==> src/hdl/ptp_pkg.sv <==
`timescale 1ns / 1ps

package ptp_pkg;

  localparam int COORD_WIDTH_DEF = 16;
  localparam int COORD_FRAC      = 8;
  localparam int NORM_WIDTH      = 16;
  localparam int NORM_FRAC       = 14;
  // Fraction bits dropped when rounding normal * distance back to coordinates
  localparam int OFF_SHIFT       = 2 * NORM_FRAC;
  localparam int STAGES          = 8;

  typedef struct packed {
    logic [STAGES-1:0] en;
    logic [STAGES-1:0] valid;
  } pipe_ctrl_t;

endpackage

==> src/hdl/ptp_pipe_ctrl.sv <==
`timescale 1ns / 1ps

module ptp_pipe_ctrl (
  input  logic                clk,
  input  logic                rst,
  input  logic                in_valid,
  input  logic                out_ready,
  output ptp_pkg::pipe_ctrl_t ctrl
);
  import ptp_pkg::*;

  logic [STAGES-1:0] valid;
  logic [STAGES-1:0] en;

  // A stage may load when it is empty or its contents move on this cycle
  always_comb begin
    en[STAGES-1] = ~valid[STAGES-1] | out_ready;
    for (int i = STAGES - 2; i >= 0; i--) begin
      en[i] = ~valid[i] | en[i+1];
    end
  end

  always_ff @(posedge clk) begin
    if (rst) begin
      valid <= '0;
    end else begin
      if (en[0]) begin
        valid[0] <= in_valid;
      end
      for (int i = 1; i < STAGES; i++) begin
        if (en[i]) begin
          valid[i] <= valid[i-1];
        end
      end
    end
  end

  assign ctrl.en    = en;
  assign ctrl.valid = valid;

endmodule

==> config.mk <==
export PLATFORM = sky130hd
export DESIGN_NAME = ptp_pipe_ctrl
export DESIGN_NICKNAME = d
export VERILOG_FILES = /design/src/hdl/ptp_pkg.sv /design/src/hdl/ptp_pipe_ctrl.sv
export SDC_FILE = /design/constraint.sdc
export NUM_CORES = 1
export LEC_CHECK = 0
export BUFFER_PORTS_ARGS = -buffer_cell sky130_fd_sc_hd__buf_2
export CORE_AREA = 2 2 39 41
export CTS_CLUSTER_SIZE = 28
export DETAILED_ROUTE_END_ITERATION = 6
export DIE_AREA = 0 0 41 43
export SETUP_SLACK_MARGIN = 0.4
export SLEW_MARGIN = 5
export SYNTH_ARGS = -nofsm -noshare
export SYNTH_HDL_FRONTEND = slang
export SYNTH_SLANG_ARGS = --single-unit
export TNS_END_PERCENT = 10
==> constraint.sdc <==
create_clock -name clk -period 0.9 [get_ports clk]
set_input_delay 0.045 -clock clk [delete_from_list [all_inputs] [get_ports clk]]
set_output_delay 0.045 -clock clk [all_outputs]
set_load 0.1 [all_outputs]
==> results.md, run 1 <==
- The global-route congestion overflow total is 0.
- The fraction of layout cells with a size suffix above 1 is 69.1%.
- For the worst-skew pair, the clock arrives at the later sink with an insertion delay of 0.26 ns.
- Clock-pin slew was measured on the worst setup and hold paths at 0.06 ns.
- STA classifies the critical path endpoint as a primary output.
- The initial antenna violation count is 0.
- The leakage power of the design is 0.345 nW.
- The share of synthesized area occupied by flip-flops and latches is 48.7%.
- The tree is rooted in a clkbuf_4.
- Power comes to 0.760 mW.
- The count of routing violations after the opening detailed-route iteration is 3.
- The remaining design rule violation count is 0.
- Across the run, the number of max-cap violations was 0.
- The flip-flop count of the largest register, all copies and words added is 8.
- The maximum clock skew at final layout is 0.00503 ns.
- Once detail routing completed, the nets flagged for antenna violations numbered 0.
- Row generation in the floorplan step produced 14 rows.
- When the netlist entered floorplanning its net count stood at 42.
- Dividing the detail-routed via count by the number of cells gives 4.32.
- The maximum clock frequency is 743 MHz.
- The count of port buffers added during placement is 19.
- The warning count from the yosys run is 0.
- The final-report hold violation count was 0.
- After clock tree synthesis, the flow added hold-fix buffers numbering 0.
- After layout, the minimum clock period comes to 1.35 ns.
- In the final layout, the registers with the most flip-flops are valid x8.
- The worst slew slack as a fraction of its limit is 87.9%.
- The cell count after synthesis is 38.
- The initial core utilization is 23.8%.
- The library cell used most frequently in the layout, excluding fill and tap cells, is buf_12.
- The iteration count of the initial detailed-routing pass is 4.
- The clock net sink count is 8.
- The maximum level of the CTS H-tree is 1.
- The total negative setup slack is -3.81 ns.
- Once detailed placement completed, the half-perimeter wirelength came to 714 um.
- The worst setup slack after layout is -0.446 ns.
- The number of global-route vias before repair was 380.
- The setup violation total in the final timing report is 20.
- The register bank with the most flops is valid.
- TritonCTS built the clock tree.
- The wire length per cell is 10.6 um.
- The number of diodes is 0.
- The worst-case IR drop observed on VDD is 0.554 mV.
- The maximum fanout count along the critical path is 3.
- The arrival time at the worst endpoint is 1.30 ns.
- Wires add up to 887 um.
- The worst-margin pin slew is 0.182 ns.
- The first global-routing pass estimated 1.59 mm of wire.
- The library cells used most frequently in the layout, excluding fill and tap cells, are buf_12, nor2_1, dfxtp_4.
- Dividing total power by cell area gives a power density of 921 mW/mm2.
- The finished layout holds 84 standard cells, fillers aside.
- The worst setup path is of the register to primary output kind.
- The floorplan step defined a core boundary enclosing 0.00138 mm2.
- The die footprint is 0.00176 mm2.
- The setup fix buffers added after clock tree synthesis is 0.
- Cells fill 59.7% of the core in the end.
- Routability-driven placement finished with a final weighted congestion of 0.679.
- The checks that failed: setup timing.
- The flow ran to the end, but the final reports show violations.
- In the finished design, the share of the clock period the worst path needs comes to 150%.
- Entering global routing, the biggest net connects 9 pins.
- The maximum clock path buffer count is 2.
- Clock tree synthesis inserted a total of 3 buffers.
- The type of the tightest min-delay check is input pin to register.
- The final route contains 363 vias.
- The number of library cell types mapped by synthesis is 16.
- The die is 41 um wide.
- The I/O pin count is 20.
- STA puts the critical path data required time at 0.85 ns.
- The net count of the finished layout is 73.
- The global router's overall resource usage is 14.3%.
- After detailed placement, the design holds a cell count of 80.
- The area growth from synthesis to layout is 151%.
- Counting flops and latches in the post-synthesis netlist gives 8.
- The floorplan step set the die height to 43 um.
- The worst setup path is launched from a register.
- The count of pins over their slew limit is 0.
- The cell area that synthesis handed to floorplanning was 329 um2.
- Dividing the synthesized area by the synthesized cell count gives 8.66 um2.
- Setup repair after global routing could not meet its margin everywhere.
## area by class of cell
cell class                      count  area (um2)
Multi-Input combinational cell     24         156
Inverter                            4        18.8
Timing Repair Buffer               28         414
Fill cell                         112         558
Tap cell                           16        20.0
Sequential cell                     8         190
Clock buffer                        4        26.3
## metrics by stage
stage,hold WS [ns],instance area [um2],worst slack [ns]
floorplan,0.165,373,-0.636
global placement,0.268,779,-0.143
detailed placement,0.276,779,-0.185
CTS,0.0145,826,-0.469
global route,0.0154,826,-0.509
finish,0.0110,826,-0.446
## kinds of logic after synthesis
| family | Yosys count | share of synthesized area, % |
|---|---|---|
| and+or+nand+nor | 18 | 30.0 |
| buffers and inverters | 6 | 9.50 |
| DFF | 8 | 48.7 |
| AOI/OAI and AO/OA | 6 | 11.8 |
## worst max-delay path: stages, from the launching register on
cell	delay, ns
dfxtp_4	0.33
and4b_1	0.25
and2_4	0.20
clkinvlp_4	0.10
buf_12	0.17
## report_power, final
group	internal [mW]	total, mW	switching [mW]	leakage, nW
Sequential	0.343	0.354	0.0113	0.0711
Combinational	0.0416	0.112	0.0701	0.259
Clock	0.170	0.294	0.125	0.0150
## path summary, 6_finish.rpt
kind,startpoint,depth (start not counted),to,slack [ns]
setup / recovery,valid[6],4,ctrl[10],-0.45
hold / removal,in_valid,3,valid[0],0.01
setup reg to reg,valid[6],4,valid[0],-0.16
hold reg to reg,valid[0],2,valid[1],0.53
## synth_stat cells
cell | n | area share, %
and4b_1 | 1 | 3.0
a41oi_1 | 1 | 2.7
nor2_1 | 9 | 10
inv_1 | 4 | 4.6
clkbuf_2 | 1 | 1.5
nand3_1 | 1 | 1.5
dfxtp_1 | 8 | 49
buf_6 | 1 | 3.4
nand2_1 | 3 | 3.4
and3_1 | 1 | 1.9
and2_4 | 1 | 2.7
nor2b_1 | 1 | 1.9
a21oi_1 | 3 | 4.6
a21oi_2 | 1 | 2.7
a31oi_1 | 1 | 1.9
nand3_4 | 1 | 5.3
## repair_timing
| action | in CTS | in global routing |
|---|---|---|
| gates resized for setup | 7 | 0 |
| pin swaps | 1 | 2 |
| setup endpoints to repair | 24 | 24 |
## routing by layer
| metal | part of all wire (%) | GRT usage [%] |
|---|---|---|
| met3 | 5.7 | 5.24 |
| met5 | 0 | 0 |
| met1 | 40 | 15.5 |
| met2 | 51 | 19.7 |
| met4 | 3.7 | 14.0 |
Power figures use the tool's default switching activity.
==> run 2: changes to the inputs <==
--- a/config.mk
+++ b/config.mk
@@ -10,7 +10,7 @@
 export CTS_CLUSTER_SIZE = 28
 export DETAILED_ROUTE_END_ITERATION = 6
 export DIE_AREA = 0 0 41 43
-export SETUP_SLACK_MARGIN = 0.4
+export SKIP_LAST_GASP = 1
 export SLEW_MARGIN = 5
 export SYNTH_ARGS = -nofsm -noshare
 export SYNTH_HDL_FRONTEND = slang
==> run 2 against run 1 <==
The run still ends with setup timing left. Non-clock buffer count unchanged. Clock skew fell by 0.00051 ns. Global-route usage shrank 0.30 points. Via count is 0.55% lower. Sequential power rose by 1%. Critical path depth did not move. Cell count unchanged. Power hardly changed. Sequential share of layout area about the same. First-iteration DRC count rose by 33%. Critical endpoint unchanged. Largest cell class unchanged.
==> results.md, run 2 (synthesized netlist as in run 1, its figures left out) <==
- The commonest non-fill, non-tap cell in the layout is buf_12.
- The count of pins over their slew limit is 0.
- The via count is 361.
- The wire length of the first global-routing pass is 1.56 mm.
- Post-CTS repair changed the size of 0 cells.
- Summed over all layers, the global routing overflow is 0.
- Of the available clock period, the critical path in the final layout requires 150%.
- The count of nets left with antenna violations after detail routing is 0.
- The detail-routed via count per cell is 4.30.
- The final-layout fill cell count is 116.
- The type of the tightest min-delay check is input pin to register.
- Setup repair after global routing could not meet its margin everywhere.
- Static timing analysis puts the maximum clock frequency at 742 MHz.
- Leaving out fill and tap cells, the most frequent cells in the layout are buf_12, nor2_1, buf_4.
- The critical path class is register to primary output.
- Dividing total power by cell area gives a power density of 943 mW/mm2.
- The setup violation total in the final timing report is 22.
- IR analysis of the VDD net gives a maximum drop of 0.554 mV.
- The register bank with the most flops is valid.
- Once the floorplan was initialized, standard cells occupied 23.8% of the core.
- The post-route cell area is 806 um2.
- The maximum clock path buffer count is 2.
- In the final layout, flip-flops and latches occupy 185 um2.
- CTS built an H-tree with a depth of 1.
- The later pin in the worst-skew pair is clocked with a latency of 0.25 ns.
- The number of global-route vias before repair is 365.
- Net switching is 26.8% of the power.
- The multi-input combinational cells in the finished layout cover a total of 153 um2.
- The setup check on the worst reg-to-reg path leaves a slack of -0.16 ns.
- The net count of the finished layout is 73.
- The post-route netlist has 66.2% of its cells at a drive strength greater than 1.
- After detailed routing, the average wire length per cell comes to 10.5 um.
- The signal on the critical path passes through and4b_1, and2_4, clkinvlp_4, buf_12.
- After the first detailed-routing iteration, the DRC count stood at 4.
- The wire length after detailed routing is 879 um.
- Data on the critical path is required at its endpoint by 0.85 ns.
- The final reports fail on setup timing.
- The net switching power is 0.204 mW.
- Headroom to the max-slew limit came out at 87.4%.
- The worst setup path is captured at a primary output.
- The global router's overall resource usage is 14.0%.
- The area growth from synthesis to layout is 145%.
- TritonCTS created 3 clock buffers.
- The final-report hold violation count is 0.
- Routability-driven placement finished with a final weighted congestion of 0.679.
- The floorplan step defined a die boundary enclosing 0.00176 mm2.
- Buffers inserted to repair hold after CTS numbered 0.
- The maximum clock skew at final layout is 0.00452 ns.
- The internal portion of the total power is 0.556 mW.
- The maximum fanout count along the critical path is 3.
- The total power consumption of the routed design is 0.760 mW.
- The flip-flop count of the largest register, all copies and words added is 8.
- For this run, design rule violations remaining after detail routing come to 0.
- The largest registers in the layout are valid x8.
- The kind of launch point of the worst setup path is a register.
- Clock tree synthesis found a total of 8 sinks.
- The number of diodes is 0.
- The floorplan has 14 rows.
- The relative contribution of sequential cells to total power is 47.1%.
- Combinational logic burns 14.5% of the power.
- The horizontal die dimension is 41 um.
- The worst setup slack after layout is -0.447 ns.
- Clock-pin slew was measured on the worst setup and hold paths at 0.06 ns.
- The half-perimeter wire length after detailed placement is 714 um.
- The pin count of the biggest net entering global routing is 9.
- The cell at the root of the clock tree is clkbuf_4.
- The worst path in the final design needs a cycle of 1.35 ns, including I/O delays and setup.
- The maximum single-stage delay on the critical path is 0.33 ns.
- For the pin with the worst max-slew slack, the measured transition is 0.189 ns.
- The run finished, with violations left.
- The arrival time at the worst endpoint is 1.30 ns.
- TritonCTS built the clock tree.
- The first detailed-routing pass ran for 2 iterations.
- The critical-path cell with the highest stage delay is dfxtp_4.
- For this run, the share of the core covered by cells in the final layout is 58.2%.
- The cell total after placement is 80.
- The placement-stage cell area is 779 um2.
- The region available for standard cell placement spans 0.00138 mm2.
- The number of standard cells in the layout, taps in and fillers out is 84.
- The initial antenna violation count was 0.
- The height of the chip is 43 um.
- Summed over all cells, the static leakage comes to 0.341 nW.
- In this run the count of I/O pins placed on the die edge is 20.
- The clock network burns 38.4% of the power.
- The count of buffers added on input and output ports is 19.
- The reported max-cap violation count is 0.
==> run 2: critical path: cells and delay by family (launching register included) <==
family	cells	cell delay (ns)
and+or+nand+nor	2	0.45
DFF	1	0.33
buffers and inverters	2	0.27
==> run 2: area by class of cell <==
cell class	count	share of cell area, %
repair buffers	28	50.0
flip-flops and latches	8	23.0
multi-input cells	24	18.9
clock buffers	4	3.26
well taps	16	2.48
inverters	4	2.33
==> run 2: routing by layer <==
layer / routed length [um] / global-route usage (%) / up-vias / share of wire, %
met5: 0 / 0 / - / 0
met4: 33 / 14.0 / 0 / 3.8
met3: 51 / 5.24 / 4 / 5.8
met2: 435 / 18.8 / 15 / 49
met1: 359 / 15.5 / 159 / 41
li1: - / - / 183 / -
==> run 2: metrics by stage <==
step	worst slack (ns)	setup TNS, ns	hold slack [ns]
2_1_floorplan	-0.636	-6.01	0.165
3_3_place_gp	-0.143	-1.26	0.268
3_5_place_dp	-0.185	-1.68	0.276
4_1_cts	-0.469	-4.30	0.0150
5_1_grt	-0.511	-5.17	0.0173
6_report	-0.447	-3.96	0.0150
==> run 2: worst paths after layout <==
path | startpoint | endpoint | cells after the start
worst max-delay path | valid[6] | ctrl[10] | 4
worst min-delay path | in_valid | valid[0] | 3
worst max register to register | valid[6] | valid[0] | 4
worst min register to register | valid[0] | valid[1] | 2
==> run 2: repair_timing <==
| item | 4_1_cts | 5_1_grt |
|---|---|---|
| pin swaps | 1 | 0 |
| gates cloned | 0 | 0 |
| setup endpoints to repair | 22 | 24 |
| buffers inserted | 0 | 0 |
==> run 2: power by group through the flow <==
stage               registers, mW  clock network, mW  logic (mW)
global route                0.359              0.334       0.115
CTS                         0.358              0.305       0.111
detailed placement          0.365                  0       0.111
global placement            0.365                  0       0.110
finish                      0.358              0.292       0.110
floorplan                   0.415                  0      0.0144
==> run 3: changes to the inputs <==
--- a/config.mk
+++ b/config.mk
@@ -5,11 +5,11 @@
 export SDC_FILE = /design/constraint.sdc
 export NUM_CORES = 1
 export LEC_CHECK = 0
-export BUFFER_PORTS_ARGS = -buffer_cell sky130_fd_sc_hd__buf_2
 export CORE_AREA = 2 2 39 41
 export CTS_CLUSTER_SIZE = 28
 export DETAILED_ROUTE_END_ITERATION = 6
 export DIE_AREA = 0 0 41 43
+export DONT_BUFFER_PORTS = 1
 export SKIP_LAST_GASP = 1
 export SLEW_MARGIN = 5
 export SYNTH_ARGS = -nofsm -noshare
==> run 3 against run 2 <==
The run still ends with setup timing left. Via count decreased by 2.8%. Cell count decreased by 3.6%. Flip-flop and latch count is the same. Clock skew up 0.0025 ns. Die area is the same. Hold slack gained 0.10 ns. Fmax decreased by 13%. Sequential share of layout area increased by 4.0 points. Power decreased by 3.3%. Largest power group unchanged. Utilization shrank 8.6 points. Clock-buffer cell count did not move. Critical path depth unchanged.
==> results.md, run 3 (synthesized netlist as in run 1, its figures left out) <==
- The number of global-route vias before repair is 362.
- Relative to the synthesized area, the layout overhead comes to 109%.
- The final-layout fill cell count is 127.
- The pre-CTS worst setup slack is -0.417 ns.
- Along the worst path, the maximum fanout reaches 3.
- The global router's overall resource usage is 12.1%.
- The number of standard cells in the layout, taps in and fillers out is 81.
- The count of pins over their slew limit is 0.
- The largest registers in the layout are valid x8.
- The post-route cell area is 687 um2.
- The repair_antennas step left the layout with diodes totalling 0.
- After legalization and detailed placement, the total HPWL measured 635 um.
- At the end of the flow, the number of nets in the layout was 70.
- The flip-flop count of the largest register, all copies and words added is 8.
- The worst hold margin is 0.119 ns.
- VDD sags by at most 0.498 mV.
- The clock reaches the later pin of the worst-skew pair after 0.25 ns.
- The initial antenna violation count was 0.
- The final-report hold violation count is 0.
- The count of port buffers added during placement is 0.
- The critical path class is register to primary output.
- The wire length of the first global-routing pass is 1.46 mm.
- For the pin with the worst max-slew slack, the measured transition is 0.300 ns.
- The maximum level of the CTS H-tree is 1.
- For this block, the initial DRC count from the detailed router was 9.
- Dividing the final minimum period by the clock period gives 172%.
- The post-CTS clock slew at the launch and capture registers of the worst setup and hold paths is 0.06 ns.
- The register bank with the most flops is valid.
- The height of the chip is 43 um.
- The setup fix buffers added after clock tree synthesis is 0.
- The worst slew slack as a fraction of its limit is 79.9%.
- The core box area is 0.00138 mm2.
- Along the worst hold path, the cell count comes to 4.
- The shortest period the worst path allows is 1.54 ns.
- Once placement finished, the instance area stood at 637 um2.
- The initial core utilization is 23.8%.
- The floorplan has 14 rows.
- The post-route netlist has 61.5% of its cells at a drive strength greater than 1.
- The utilization after layout is 49.6%.
- The cell at the root of the clock tree is clkbuf_4.
- The number of cells traversed by the worst register-to-register path is 5.
- The global-route congestion overflow total is 0.
- The detail route stage leaves a number of antenna-violating nets equal to 0.
- The final route contains 351 vias.
- The final reports fail on setup timing.
- The arrival time at the worst endpoint is 1.50 ns.
- In this run the static leakage power is 0.299 nW.
- Including well taps, the total number of placed cells is 75.
- The congestion estimate from routability-driven global placement came to 0.688.
- The run finished, with violations left.
- Across the routed clock network, the largest skew measured is 0.00699 ns.
- No sink is reached through more buffers than the 2 on the longest clock path.
- The worst setup slack after layout is -0.644 ns.
- In this run the horizontal extent of the chip is 41 um.
- The wire length after detailed routing is 768 um.
- Entering global routing, the biggest net connects 9 pins.
- At the worst endpoint, the required time is 0.85 ns.
- In the layout the commonest cells are buf_4, nor2_1, buf_12.
- STA classifies the critical path endpoint as a primary output.
- For this design the top-level I/O count stands at 20.
- Setup repair after global routing could not meet its margin everywhere.
- STA classifies the critical path startpoint as a register.
- The setup violation total in the final timing report is 23.
- After detailed routing, the number of remaining DRC violations is 0.
- In this run the worst hold path is classified as input pin to register.
- The clock net sink count is 8.
- The die covers 0.00176 mm2.
- For the final routed database, the setup TNS stands at -7.26 ns.
- The commonest non-fill, non-tap cell in the layout is buf_4.
- The wire length per cell is 9.48 um.
- In this run, CTS created clock tree buffers numbering 3.
- The detail-routed via count per cell is 4.33.
- The maximum clock frequency is 647 MHz.
- The tool flagged a number of max-cap violations equal to 0.
- The completed layout was analyzed and its total power is 0.735 mW.
- Before antenna repair, the detailed router went through 4 iterations.
- The CTS tree is built.
- Power spread over the standard cell area amounts to 1070 mW/mm2.
-- run 3: final cells by class --
cell class,instances,area (um2),share of cell area [%]
Tap cell,16,20.0,2.91
Multi-Input combinational cell,24,153,22.2
Clock buffer,4,26.3,3.83
Timing Repair Buffer,25,284,41.3
Inverter,4,18.8,2.73
Sequential cell,8,185,27.0
-- run 3: final timing paths --
check / start / to / slack [ns]
max reg2reg: valid[6] / valid[1] / -0.44
min reg2reg: valid[0] / valid[1] / 0.53
max: valid[6] / ctrl[10] / -0.64
min: out_ready / valid[7] / 0.12
-- run 3: metal layers --
metal  share of wire (%)  global-route usage, %
met1                  42                   15.7
met4                 1.8                   10.0
met5                   0                      0
met3                 7.9                   1.57
met2                  48                   16.9
-- run 3: report_power, final --
part	switching (mW)	internal, mW
clock	0.122	0.170
combinational	0.0662	0.0218
sequential	0.00941	0.346
total	0.197	0.538
-- run 3: critical path, stage by stage, from the launching register on --
cell	delay [ns]
dfxtp_4	0.54
and4b_1	0.26
and2_4	0.19
clkinvlp_4	0.10
buf_12	0.17
-- run 3: what timing repair did --
item	4_1_cts	5_1_grt
hold endpoints to repair	8	0
gates cloned	0	0
setup endpoints to repair	23	23
hold buffers	2	0
resized for setup	1	0
